<file path="config.mk">
export PLATFORM = sky130hd
export DESIGN_NAME = handheld_timer_lcd_interrupt_unit
export DESIGN_NICKNAME = d
export VERILOG_FILES = /design/src/hdl/htlcd_pkg.sv /design/src/hdl/htlcd_step.sv /design/src/hdl/handheld_timer_lcd_interrupt_unit.sv
export SDC_FILE = /design/constraint.sdc
export NUM_CORES = 2
export LEC_CHECK = 0
export BUFFER_PORTS_ARGS = -buffer_cell sky130_fd_sc_hd__buf_2
export CAP_MARGIN = 20
export CORE_MARGIN = 2
export CORE_UTILIZATION = 45
export CTS_BUF_LIST = sky130_fd_sc_hd__clkbuf_8
export DETAILED_ROUTE_END_ITERATION = 12
export PLACE_DENSITY = 0.67
export SYNTH_ARGS = -nofsm -noshare
export SYNTH_HDL_FRONTEND = slang
export SYNTH_HIERARCHICAL = 1
export SYNTH_SLANG_ARGS = --single-unit
</file>
<file path="constraint.sdc">
create_clock -name clk -period 9.05 [get_ports clk]
set_input_delay 2.715 -clock clk [delete_from_list [all_inputs] [get_ports clk]]
set_output_delay 2.715 -clock clk [all_outputs]
set_load 0.01 [all_outputs]
</file>
<file path="src/hdl/htlcd_pkg.sv">
// Shared types, constants and small helpers for the timer / LCD status /
// interrupt unit. No dependencies; imported by htlcd_step and the top level.
package htlcd_pkg;

  localparam int CFG_INDEX_BITS = 3;
  localparam int CFG_DATA_BITS  = 8;

  typedef enum logic [CFG_INDEX_BITS-1:0] {
    REG_TIMER_CONTROL    = 3'd0,
    REG_TIMER_RELOAD     = 3'd1,
    REG_LINE_COMPARE     = 3'd2,
    REG_INTERRUPT_ENABLE = 3'd3,
    REG_STAT_SELECT      = 3'd4
  } reg_idx_t;

  localparam logic REQ_UPDATE = 1'b0;
  localparam logic REQ_POLL   = 1'b1;

  // LCD timing, in machine cycles and lines
  localparam int LINE_CYCLES  = 114;
  localparam int OAM_END      = 20;
  localparam int XFER_END     = 63;
  localparam int XFER_EVENT   = 64;
  localparam logic [7:0] LAST_LINE    = 8'd153;
  localparam logic [7:0] VBLANK_LINE  = 8'd144;

  localparam logic [1:0] MODE_HBLANK = 2'd0;
  localparam logic [1:0] MODE_VBLANK = 2'd1;
  localparam logic [1:0] MODE_OAM    = 2'd2;
  localparam logic [1:0] MODE_XFER   = 2'd3;

  // interrupt request flag positions
  localparam int IRQ_VBLANK = 0;
  localparam int IRQ_STAT   = 1;
  localparam int IRQ_TIMER  = 2;
  localparam int IRQ_SERIAL = 3;
  localparam int IRQ_JOYPAD = 4;

  // STAT source select positions
  localparam int SEL_MODE0 = 0;
  localparam int SEL_MODE1 = 1;
  localparam int SEL_MODE2 = 2;
  localparam int SEL_LYC   = 3;

  localparam int TAC_ENABLE = 2;

  localparam logic [6:0] VEC_NONE   = 7'h00;
  localparam logic [6:0] VEC_VBLANK = 7'h40;
  localparam logic [6:0] VEC_STAT   = 7'h48;
  localparam logic [6:0] VEC_TIMER  = 7'h50;
  localparam logic [6:0] VEC_JOYPAD = 7'h60;

  typedef struct packed {
    logic [2:0] timer_control;
    logic [7:0] timer_reload;
    logic [7:0] line_compare;
    logic [4:0] interrupt_enable;
    logic [3:0] stat_select;
  } cfg_regs_t;

  typedef struct packed {
    logic [7:0] timer_count;
    logic [7:0] divider_count;
    logic [7:0] line_count;
    logic [1:0] mode;
    logic       coincidence;
    logic [4:0] requests;
  } cnt_state_t;

  typedef struct packed {
    logic       render_line;
    logic       interrupt_taken;
    logic       master_enable_after;
    logic [6:0] vector;
    logic [4:0] pending_flags;
    logic [7:0] timer_value;
    logic [7:0] divider_value;
    logic       coincidence;
    logic [1:0] lcd_mode;
    logic [7:0] line;
  } result_t;

  localparam int RESULT_BITS = $bits(result_t);

  // tick period selected by timer_control[1:0]
  function automatic logic [8:0] period_of(input logic [1:0] sel);
    logic [8:0] p;
    case (sel)
      2'd0: p = 9'd256;
      2'd1: p = 9'd4;
      2'd2: p = 9'd16;
      2'd3: p = 9'd64;
      default: p = 9'd256;
    endcase
    return p;
  endfunction

endpackage

</file>
<file path="src/hdl/htlcd_step.sv">
// Next-state and result logic for one update or poll item.
// Depends on htlcd_pkg; instantiated by handheld_timer_lcd_interrupt_unit.
module htlcd_step import htlcd_pkg::*; #(
  parameter int TIME_BITS = 48
) (
  input  cfg_regs_t            cfg,
  input  cnt_state_t           st,
  input  logic [TIME_BITS-1:0] timer_mark,
  input  logic [TIME_BITS-1:0] divider_mark,
  input  logic [TIME_BITS-1:0] line_mark,
  input  logic                 req_type,
  input  logic [TIME_BITS-1:0] now,
  input  logic                 master_enable,
  output cnt_state_t           st_next,
  output logic [TIME_BITS-1:0] timer_mark_next,
  output logic [TIME_BITS-1:0] divider_mark_next,
  output logic [TIME_BITS-1:0] line_mark_next,
  output result_t              res,
  output logic [TIME_BITS-1:0] next_event_time
);

  logic [TIME_BITS-1:0] period;
  logic [TIME_BITS-1:0] timer_due;
  logic [TIME_BITS-1:0] divider_due;
  logic [TIME_BITS-1:0] line_due;
  logic [TIME_BITS-1:0] line_age;
  logic [TIME_BITS-1:0] now_plus_period;
  logic [TIME_BITS-1:0] now_plus_line;
  logic [TIME_BITS-1:0] now_plus_oam;
  logic [TIME_BITS-1:0] now_plus_xfer;
  logic [TIME_BITS-1:0] mark_plus_oam;
  logic [TIME_BITS-1:0] mark_plus_xfer;
  logic                 timer_hit;
  logic                 divider_hit;
  logic                 line_hit;
  logic [7:0]           line_inc;

  assign period          = TIME_BITS'(period_of(cfg.timer_control[1:0]));
  assign timer_due       = timer_mark + period;
  assign divider_due     = divider_mark + period;
  assign line_due        = line_mark + TIME_BITS'(LINE_CYCLES);
  assign line_age        = now - line_mark;
  assign now_plus_period = now + period;
  assign now_plus_line   = now + TIME_BITS'(LINE_CYCLES);
  assign now_plus_oam    = now + TIME_BITS'(OAM_END);
  assign now_plus_xfer   = now + TIME_BITS'(XFER_EVENT);
  assign mark_plus_oam   = line_mark + TIME_BITS'(OAM_END);
  assign mark_plus_xfer  = line_mark + TIME_BITS'(XFER_EVENT);
  assign timer_hit       = now > timer_due;
  assign divider_hit     = now > divider_due;
  assign line_hit        = now > line_due;
  assign line_inc        = (st.line_count == LAST_LINE) ? 8'd0 : st.line_count + 8'd1;

  logic [TIME_BITS-1:0] age;
  logic [4:0]           pend;

  always_comb begin
    st_next           = st;
    timer_mark_next   = timer_mark;
    divider_mark_next = divider_mark;
    line_mark_next    = line_mark;
    res               = '0;
    res.vector        = VEC_NONE;
    res.master_enable_after = master_enable;
    age               = line_hit ? '0 : line_age;
    pend              = cfg.interrupt_enable & st.requests;

    if (req_type == REQ_UPDATE) begin
      if (timer_hit) begin
        timer_mark_next = now;
        if (cfg.timer_control[TAC_ENABLE]) begin
          if (st.timer_count == 8'hff) begin
            st_next.timer_count = cfg.timer_reload;
            st_next.requests[IRQ_TIMER] = 1'b1;
          end else begin
            st_next.timer_count = st.timer_count + 8'd1;
          end
        end
      end
      if (divider_hit) begin
        divider_mark_next     = now;
        st_next.divider_count = st.divider_count + 8'd1;
      end
      st_next.coincidence = 1'b0;
      if (line_hit) begin
        line_mark_next     = now;
        st_next.line_count = line_inc;
        res.render_line    = line_inc < VBLANK_LINE;
        if (line_inc == cfg.line_compare) begin
          st_next.coincidence = 1'b1;
          if (cfg.stat_select[SEL_LYC]) st_next.requests[IRQ_STAT] = 1'b1;
        end
        if (line_inc == VBLANK_LINE) begin
          st_next.requests[IRQ_VBLANK] = 1'b1;
          if (cfg.stat_select[SEL_MODE1] && st.mode != MODE_VBLANK)
            st_next.requests[IRQ_STAT] = 1'b1;
          st_next.mode = MODE_VBLANK;
        end
      end
      // mode within a visible line follows the time since the line began
      if (st_next.line_count < VBLANK_LINE) begin
        if (age < TIME_BITS'(OAM_END)) begin
          if (cfg.stat_select[SEL_MODE2] && st.mode != MODE_OAM)
            st_next.requests[IRQ_STAT] = 1'b1;
          st_next.mode = MODE_OAM;
        end else if (age < TIME_BITS'(XFER_END)) begin
          st_next.mode = MODE_XFER;
        end else begin
          if (cfg.stat_select[SEL_MODE0] && st.mode != MODE_HBLANK)
            st_next.requests[IRQ_STAT] = 1'b1;
          st_next.mode = MODE_HBLANK;
        end
      end
    end else if (master_enable) begin
      if (pend[IRQ_VBLANK]) begin
        st_next.requests[IRQ_VBLANK] = 1'b0;
        res.vector = VEC_VBLANK;
      end else if (pend[IRQ_STAT]) begin
        st_next.requests[IRQ_STAT] = 1'b0;
        res.vector = VEC_STAT;
      end else if (pend[IRQ_TIMER]) begin
        st_next.requests[IRQ_TIMER] = 1'b0;
        res.vector = VEC_TIMER;
      end else begin
        // serial only drops master enable; joypad still dispatches
        if (pend[IRQ_SERIAL]) res.master_enable_after = 1'b0;
        if (pend[IRQ_JOYPAD]) begin
          st_next.requests[IRQ_JOYPAD] = 1'b0;
          res.vector = VEC_JOYPAD;
        end
      end
      if (res.vector != VEC_NONE) begin
        res.master_enable_after = 1'b0;
        res.interrupt_taken     = 1'b1;
      end
    end

    res.line          = st_next.line_count;
    res.lcd_mode      = st_next.mode;
    res.coincidence   = st_next.coincidence;
    res.divider_value = st_next.divider_count;
    res.timer_value   = st_next.timer_count;
    res.pending_flags = st_next.requests;
  end

  // earliest of line end, next tick and the next mode edge in this line
  logic [TIME_BITS-1:0] line_end;
  logic [TIME_BITS-1:0] mode_edge;
  logic [TIME_BITS-1:0] first_two;

  always_comb begin
    line_end  = (line_hit && req_type == REQ_UPDATE) ? now_plus_line : line_due;
    first_two = (line_end > now_plus_period) ? now_plus_period : line_end;
    mode_edge = first_two;
    if (st_next.mode == MODE_OAM) begin
      mode_edge = (line_hit && req_type == REQ_UPDATE) ? now_plus_oam : mark_plus_oam;
    end else if (st_next.mode == MODE_XFER) begin
      mode_edge = (line_hit && req_type == REQ_UPDATE) ? now_plus_xfer : mark_plus_xfer;
    end
    next_event_time = (first_two > mode_edge) ? mode_edge : first_two;
  end

endmodule

</file>
<file path="src/hdl/handheld_timer_lcd_interrupt_unit.sv">
// Top level of the timer / LCD status / interrupt unit: input register,
// timing state, result register. Depends on htlcd_pkg and htlcd_step.
//
// Usage:
//  s_* channel carries one item per beat: tuser is the kind (0 update,
//  1 poll), tdata holds the cycle count and the processor's master enable.
//  m_* channel returns exactly one result beat per input beat, in order.
//  cfg_* channel writes the five control registers (index 0..4, others are
//  dropped); write only while no item is in flight. cfg_ready is always high.
// Path: a beat taken is held in the input register, and its result is
//  registered in the result register and presented on m_* from there.
// Throughput: one item per cycle unless m_* stalls. Every item goes through
//  a single pass of htlcd_step, and the timing state it writes is ready for
//  the next item in the following cycle.
// Reset (rst, synchronous): control registers, counters, time marks and
//  flags go to zero, both pipeline registers empty.
// Stall: while m_tready is low the result holds; the input register still
//  takes one more beat, then s_tready drops until the result drains.
module handheld_timer_lcd_interrupt_unit import htlcd_pkg::*; #(
  parameter int TIME_BITS = 48
) (
  input  logic                                        clk,
  input  logic                                        rst,
  input  logic                                        s_tvalid,
  output logic                                        s_tready,
  // now, master_enable
  input  logic [((TIME_BITS + 1 + 7) / 8) * 8 - 1:0]  s_tdata,
  // req_type
  input  logic                                        s_tuser,
  output logic                                        m_tvalid,
  input  logic                                        m_tready,
  // line, lcd_mode, coincidence, divider_value, timer_value, pending_flags,
  // vector, master_enable_after, interrupt_taken, render_line, next_event_time
  output logic [((TIME_BITS + 42 + 7) / 8) * 8 - 1:0] m_tdata,
  input  logic                                        cfg_valid,
  output logic                                        cfg_ready,
  input  logic [CFG_INDEX_BITS-1:0]                   cfg_index,
  input  logic [CFG_DATA_BITS-1:0]                    cfg_data
);

  localparam int OutWidth = ((TIME_BITS + RESULT_BITS + 7) / 8) * 8;

  cfg_regs_t            cfg;
  cnt_state_t           st;
  cnt_state_t           st_next;
  logic [TIME_BITS-1:0] timer_mark, timer_mark_next;
  logic [TIME_BITS-1:0] divider_mark, divider_mark_next;
  logic [TIME_BITS-1:0] line_mark, line_mark_next;

  logic                 in_valid;
  logic                 in_req;
  logic [TIME_BITS-1:0] in_now;
  logic                 in_me;
  logic                 advance;

  result_t              res;
  logic [TIME_BITS-1:0] event_time;
  logic [OutWidth-1:0]  out_data;

  assign advance   = in_valid && (!m_tvalid || m_tready);
  assign s_tready  = !in_valid || advance;
  assign cfg_ready = 1'b1;
  assign m_tdata   = out_data;

  always_ff @(posedge clk) begin
    if (rst) begin
      cfg <= '0;
    end else if (cfg_valid) begin
      case (reg_idx_t'(cfg_index))
        REG_TIMER_CONTROL:    cfg.timer_control    <= cfg_data[2:0];
        REG_TIMER_RELOAD:     cfg.timer_reload     <= cfg_data;
        REG_LINE_COMPARE:     cfg.line_compare     <= cfg_data;
        REG_INTERRUPT_ENABLE: cfg.interrupt_enable <= cfg_data[4:0];
        REG_STAT_SELECT:      cfg.stat_select      <= cfg_data[3:0];
        default: ;
      endcase
    end
  end

  // input register
  always_ff @(posedge clk) begin
    if (rst) begin
      in_valid <= 1'b0;
    end else if (s_tvalid && s_tready) begin
      in_valid <= 1'b1;
    end else if (advance) begin
      in_valid <= 1'b0;
    end
  end

  always_ff @(posedge clk) begin
    if (s_tvalid && s_tready) begin
      in_req <= s_tuser;
      in_now <= s_tdata[TIME_BITS-1:0];
      in_me  <= s_tdata[TIME_BITS];
    end
  end

  htlcd_step #(
    .TIME_BITS(TIME_BITS)
  ) u_step (
    .cfg               (cfg),
    .st                (st),
    .timer_mark        (timer_mark),
    .divider_mark      (divider_mark),
    .line_mark         (line_mark),
    .req_type          (in_req),
    .now               (in_now),
    .master_enable     (in_me),
    .st_next           (st_next),
    .timer_mark_next   (timer_mark_next),
    .divider_mark_next (divider_mark_next),
    .line_mark_next    (line_mark_next),
    .res               (res),
    .next_event_time   (event_time)
  );

  // timing state advances with each processed item
  always_ff @(posedge clk) begin
    if (rst) begin
      st           <= '0;
      timer_mark   <= '0;
      divider_mark <= '0;
      line_mark    <= '0;
    end else if (advance) begin
      st           <= st_next;
      timer_mark   <= timer_mark_next;
      divider_mark <= divider_mark_next;
      line_mark    <= line_mark_next;
    end
  end

  // result register
  always_ff @(posedge clk) begin
    if (rst) begin
      m_tvalid <= 1'b0;
    end else if (advance) begin
      m_tvalid <= 1'b1;
    end else if (m_tready) begin
      m_tvalid <= 1'b0;
    end
  end

  always_ff @(posedge clk) begin
    if (advance) begin
      out_data <= OutWidth'({event_time, res});
    end
  end

  // line counter stays within the frame
  a_line_range: assert property (@(posedge clk) disable iff (rst)
    m_tvalid |-> (m_tdata[7:0] <= LAST_LINE))
    else $error("line counter out of range");

  // a dispatch always drops master enable
  a_taken_drops_ime: assert property (@(posedge clk) disable iff (rst)
    m_tvalid && m_tdata[40] |-> !m_tdata[39])
    else $error("dispatch left master enable set");

  // a served vblank request flag is cleared in the stored timing state
  a_served_cleared: assert property (@(posedge clk) disable iff (rst)
    advance && res.interrupt_taken && res.vector == VEC_VBLANK
      |=> !st.requests[IRQ_VBLANK])
    else $error("vblank flag still pending after dispatch");

  // a held input item is neither lost nor replaced
  a_input_hold: assert property (@(posedge clk) disable iff (rst)
    in_valid && !advance |=> in_valid && $stable(in_now) && $stable(in_req))
    else $error("input register overwritten while stalled");

endmodule
</file>
# Word level (Yosys, flattened, before mapping)
# Cells that the tools add are included.
classes:
  addsub: 13
  mul: 0
  div: 0
  n_lt_le_gt_ge: 9
  n_eq_ne: 15
  n_shift: 0
  n_mux: 65
  n_bitwise: 3
  reduce_logical: 26
op_table:
  columns: ["operator", "count"]
  rows:
  - ["48-bit two-way mux", 8]
  - ["48-bit > comparator", 5]
  - ["48-bit by 7-bit adder with 48-bit output, second input constant", 4]
  - ["48-bit by 9-bit adder with 48-bit output", 3]
  - ["48-bit by 5-bit adder with 48-bit output, second input constant", 2]
  - ["8-bit two-way mux", 7]
  - ["48-bit by 5-bit less-than comparator with 1-bit output, second input constant", 1]
  - ["48-bit by 6-bit less-than comparator with 1-bit output, second input constant", 1]
  - ["48-bit subtractor", 1]
  - ["7-bit two-way mux", 6]
  - ["9-bit case mux with 4 select lines", 1]
  - ["1-bit two-way mux", 30]
  - ["27-bit two-way mux", 1]
  - ["8-bit by 1-bit adder with 8-bit output, second input constant", 3]
  - ["8-bit equality test, second input constant", 3]
  - ["11-bit two-way mux", 2]
  - ["8-bit less-than comparator, second input constant", 2]
  - ["2-bit two-way mux", 8]
  - ["2-bit AND reduction", 6]
  - ["3-bit AND reduction", 3]
  - ["2-bit equality test, second input constant", 4]
  - ["8-bit equality test", 1]
  - ["7-bit nonzero test", 1]
  - ["3-bit by 2-bit equality test with 1-bit output, second input constant", 2]
  - ["other kinds (15)", 26]
totals:
  ff_bits: 344
  latchBits: 0
  mem_bits_rw: 0
  mem_bits_ro: 0
  input_bits: 73
  out_inout_bits: 99
  n_memories: 0

# Depth between registers and ports, before layout
logic_depth:
  word_depth: 14
  mapped_depth: 52

# By module
# Netlist, hierarchy kept.
modules_own_cells:
  columns: ["module", "n_inst", "cells_per_inst", "area_per_inst_um2", "seq_area_each_um2"]
  rows:
  - ["htlcd_step", 1, 2994, 20897.5, 0.0]
  - ["handheld_timer_lcd_interrupt_unit", 1, 1017, 13223.9, 8328.0]

# Worst setup path after synthesis
# No wires, ideal clock.
synth_timing:
  kind: "register to register"
  from: "register line_mark[18]"
  to: "register out_data[87], in the netlist m_tdata[87] (data pin)"
  arrival_time_ns: 9.679
  required_ns: 8.790
  setup_slack_ns: -0.888
  path_stages_with_launch: 48
  n_path_buf: 7
  synth_period_minus_slack_ns: 9.938
  path_cell_list: "dfxtp_1 -> buf_2 -> and3_1 -> nand4_1 -> nor3_1 -> and3_1 -> nand4_1 -> nor4_1 -> xnor2_1 -> ha_1 -> nand4_1 -> nor4_1 -> o21a_1 -> a211oi_2 -> o21a_1 -> buf_4 -> nor3_4 -> buf_2 -> (+12 left out) -> clkbuf_1 -> mux2i_1 -> nand2_1 -> o21ai_0 -> ha_1 -> nor2b_1 -> o21a_1 -> o21a_1 -> o21a_1 -> o211ai_1 -> a21boi_0 -> o41a_1 -> o31a_1 -> and2_1 -> a21o_1 -> buf_2 -> buf_2 -> mux2_2"
synth_between:
  elab_chain_cells: 13
synth_rtl:
  columns: ["element", "line_no", "text"]
  rows:
  - ["from (decl)", "handheld_timer_lcd_interrupt_unit.sv:48", "logic [TIME_BITS-1:0] line_mark, line_mark_next;"]
  - ["from (signal assigned)", "handheld_timer_lcd_interrupt_unit.sv:129", "line_mark <= line_mark_next;"]
  - ["48-bit by 7-bit adder with 48-bit output", "htlcd_step.sv:41", "assign line_due = line_mark + TIME_BITS'(LINE_CYCLES);"]
  - ["48-bit > comparator", "htlcd_step.sv:51", "assign line_hit = now > line_due;"]
  - ["48-bit two-way mux", "htlcd_step.sv:65", "age = line_hit ? '0 : line_age;"]
  - ["48-bit by 6-bit less-than comparator with 1-bit output", "htlcd_step.sv:106", "end else if (age < TIME_BITS'(XFER_END)) begin"]
  - ["2-bit two-way mux", "htlcd_step.sv:106", null]
  - ["2-bit two-way mux", "htlcd_step.sv:102", "if (age < TIME_BITS'(OAM_END)) begin"]
  - ["2-bit two-way mux", "htlcd_step.sv:101", "if (st_next.line_count < VBLANK_LINE) begin"]
  - ["27-bit two-way mux", "htlcd_step.sv:68", "if (req_type == REQ_UPDATE) begin"]
  - ["2-bit equality test", "htlcd_step.sv:157", "end else if (st_next.mode == MODE_XFER) begin"]
  - ["48-bit two-way mux", "htlcd_step.sv:157", null]
  - ["48-bit two-way mux", "htlcd_step.sv:155", "if (st_next.mode == MODE_OAM) begin"]
  - ["48-bit > comparator", "htlcd_step.sv:160", "next_event_time = (first_two > mode_edge) ? mode_edge : first_two;"]
  - ["48-bit two-way mux *", "htlcd_step.sv:160", null]
  - ["net event_time[45]", "handheld_timer_lcd_interrupt_unit.sv:57", "logic [TIME_BITS-1:0] event_time;"]
  - ["to (signal assigned)", "handheld_timer_lcd_interrupt_unit.sv:146", "out_data <= OutWidth'({event_time, res});"]
  - ["to (decl)", "handheld_timer_lcd_interrupt_unit.sv:58", "logic [OutWidth-1:0] out_data;"]
# Mark *: on every way through the listed nets, which the timed path passes. The rest lies on a longest branch. The select of a mux whose other input is x is not followed.
# A chain may end at the register's enable or synchronous reset.

# Final worst setup path
layout_timing:
  from: "register line_mark[1]"
  to: "register out_data[73], in the netlist m_tdata[73] (data pin)"
# Same word-level chain as after synthesis.

==> flow_summary_export.csv <==
group,metric,value,unit
setup_path,crit_arrival,10.52,ns
worst_hold_path,hp-class,"flop to flop",
timing,tightest_slew,1.15,ns
pwr,p_leak,0.0167,uW
timing,min_period,10.08,ns
pwr,powerDensity,125,nW/um^2
cts,cts_tree,"built",
cells_and_area,seqCellArea,8330,um^2
setup_path,critPathLaunchType,"flop",
cts,numCtsBuffers,67,
pwr,peakVddDrop,0.119,mV
cts,cts_sinks,346,
drt,ant_nets,0,
cts,h-tree-depth,3,
setup_path,worst_ep_required_time,9.49,ns
outcome,violations,"setup timing",
place,port_buffers,157,
timing,slew_violations,0,
timing,rsz0062_at_grt,"true",
place,hpwlAfterDp,97300,um
die,die_w,279,um
cells_and_area,multiInputGateArea,24400,um^2
drt,drt_iter0_drc,3037,
cells_and_area,syn_to_final_growth,20.5,%
setup_path,slowest_stage,"o41a_1",
global_route,track_usage,0.309,
synth,synth_edf_count,140,
cells_and_area,fin_nets,4915,
die,rows,100,
die,die_area,78000,um^2
drt,dr.pass1.iters,6,
setup_path,r2r_cells,51,
timing,hold_viol,0,
global_route,antenna_found_initial,6,
synth,yosys.cell_types.count,106,
setup_path,worst-path-buf-inv,12,
setup_path,cp.depth,51,
timing,fmax,99.2,MHz
die,io-pin-count,172,
synth,ys_async_sr_fraction,0,
setup_path,critPathMaxFanout,21,
cells_and_area,post-route-util,0.551,
synth,synth_area,34100,um^2
drt,vias,32400,
drt,route.detailed.drc,0,
cells_and_area,stdcell_area,41100,um^2
cts,cts_hold_buf,0,
worst_hold_path,holdPathStages,2,
setup_path,cpPeakStageDelay,0.43,ns
place,place_area,39000,um^2
die,die_h,279,um
run,maxCapViolCount,0,
synth,netlist_instances,4011,
cts,worst_skew_pair.late_latency,0.69,ns
die,start_util,0.457,
setup_path,criticalPathCategory,"flop to flop",
timing,fin_ws,-1.03,ns
cts,path_clk_slew,0.06,ns
die,coreArea,74700,um^2
synth,synth_flop_cell,"dfxtp_1",
place,place_congestion,1.04,
drt,detail_route.wirelength,124000,um
cells_and_area,nFillCells,6907,
cells_and_area,stdcell_count,5560,
drt,vias_per_cell,5.82,
timing,setup_viol,48,
setup_path,end_kind,"flop",
synth,yosysWarnings,6,
cts,ctsLongestPathBuffers,3,
global_route,grt_pass1_wl,184000,um
synth,seq_area_frac_synth,0.244,
outcome,status,"finished with violations",
global_route,grt_overflow_total,0,
global_route,grt_pass1_vias,30500,
place,pre_cts_ws,-1.66,ns
timing,finClkSkew,0.0492,ns
global_route,grt_max_degree,156,
synth,synth-seq-cells,346,
setup_path,cp_top_family,"compound AO/OA/AOI/OAI gates",
place,dp_cells,5404,
cts,cts-root-buf,"clkbuf_8",
setup_path,cp_common_cell,"buf_4",
timing,relSlewSlack,0.232,
timing,fin_crit_sh,1.11,
drt,wl_per_cell,22.3,um
cells_and_area,drive_gt1_frac,0.235,
synth,syn_avg_cell_area,8.51,um^2
[worst min-delay path: stages, from the launching register on]
cell      delay (ns)
dfxtp_1         0.31
nand2b_1        0.06
mux2i_1         0.05
[power breakdown]
part           internal (uW)  total (uW)  switching (uW)  leakage [uW]
combinational            801        1760             960        0.0130
sequential              1710        1770            60.1       0.00300
clock                    855        1610             752      0.000780
[path summary, 6_finish.rpt]
| check | slack [ns] | start | end |
|---|---|---|---|
| setup / recovery | -1.03 | line_mark[1] | m_tdata[73] |
| hold / removal | 0.48 | timer_mark[1] | timer_mark[1] |
| setup reg to reg | -1.03 | line_mark[1] | m_tdata[73] |
| hold reg to reg | 0.48 | timer_mark[1] | timer_mark[1] |
[cells by family (layout without fill, tap and decap cells)]
kind of cell	after synthesis	in the layout	synth area share
AO/OA/AOI/OAI	710	710	0.137
XOR/XNOR	305	305	0.0791
adder cells (fa/ha/maj)	308	308	0.113
buffers and inverters	386	956	0.0542
flip-flops	346	346	0.244
multiplexers	461	461	0.141
other	3	13	0.000330
AND/OR/NAND/NOR	1492	1492	0.231
[state kept, by name (all words and copies together), names as in the netlist, 28 cells and up]
name,cells
cfg,28
m_tdata,90
timer_mark,48
line_mark,48
divider_mark,48
st,32
in_now,48
[through the flow]
step	hold WS, ns	power [uW]	setup TNS (ns)
after floorplan	0.445	2830	0
after global placement	0.459	3410	-69.64
after detailed placement	0.464	3440	-77.11
after CTS	0.476	5130	-40.34
after global routing	0.497	5390	-61.90
final	0.477	5140	-45.38
[placed cells by master (no fill, tap or decap), drive strengths merged, types with 10 or more instances in the layout]
| master | netlist | final |
|---|---|---|
| o31ai | 17 | 17 |
| nand4 | 123 | 123 |
| nor2b | 36 | 36 |
| o21bai | 10 | 10 |
| nor3 | 64 | 64 |
| and4 | 15 | 15 |
| a21o | 96 | 96 |
| o211ai | 49 | 49 |
| dfxtp | 206 | 206 |
| clkbuf | 118 | 78 |
| mux2 | 153 | 153 |
| o21a | 39 | 39 |
| or4 | 15 | 15 |
| xnor2 | 185 | 185 |
| and2 | 20 | 20 |
| inv | 129 | 158 |
| a21oi | 171 | 171 |
| mux2i | 308 | 308 |
| a2111oi | 10 | 10 |
| edfxtp | 140 | 140 |
| nand2b | 376 | 376 |
| conb | 3 | 10 |
| xor2 | 118 | 118 |
| or3 | 19 | 19 |
| nand3 | 108 | 108 |
| a31oi | 18 | 18 |
| or2 | 12 | 12 |
| o21ai | 171 | 171 |
| nor2 | 267 | 267 |
| a211oi | 20 | 20 |
| buf | 139 | 698 |
| and3 | 44 | 44 |
| clkinv | 0 | 14 |
| nor4 | 42 | 42 |
| ha | 306 | 306 |
| a21boi | 10 | 10 |
| nand2 | 323 | 323 |
[metal layers]
metal  up-vias  track usage  routed length, um
li1      15500            -                  -
met1     15300        0.418              53600
met2      1310        0.484              54300
met3       259       0.0538              10400
met4         4        0.132               5750
met5         -            0                 26
[cells in the mapped netlist (44+ instances only)]
master / number / area share
nand2b_1: 376 / 0.069
nand2_1: 323 / 0.036
mux2i_1: 308 / 0.090
ha_1: 306 / 0.11
nor2_1: 265 / 0.029
dfxtp_1: 206 / 0.12
xnor2_1: 185 / 0.047
a21oi_1: 169 / 0.025
o21ai_0: 160 / 0.023
mux2_2: 152 / 0.050
edfxtp_1: 140 / 0.12
inv_1: 127 / 0.014
nand4_1: 123 / 0.023
xor2_1: 118 / 0.030
clkbuf_1: 116 / 0.013
nand3_1: 108 / 0.016
a21o_1: 96 / 0.021
nor3_1: 62 / 0.0091
buf_4: 55 / 0.012
buf_2: 50 / 0.0073
o211ai_1: 46 / 0.010
and3_1: 44 / 0.0081
[final cells by class]
cell class | instances | area share
Antenna cell | 3 | 0.000183
Clock buffer | 75 | 0.0251
Clock inverter | 48 | 0.00761
Inverter | 129 | 0.0118
Multi-Input combinational cell | 3286 | 0.594
Sequential cell | 346 | 0.203
Tap cell | 969 | 0.0295
Timing Repair Buffer | 704 | 0.129
[what timing repair did]
item,in CTS,in global routing
setup endpoints to repair,48,48
endpoints found under the hold margin,0,0
resized for setup,63,33
pin swaps,20,12
buffers inserted,19,5
gates cloned,5,2
Power figures use the tool's default switching activity.
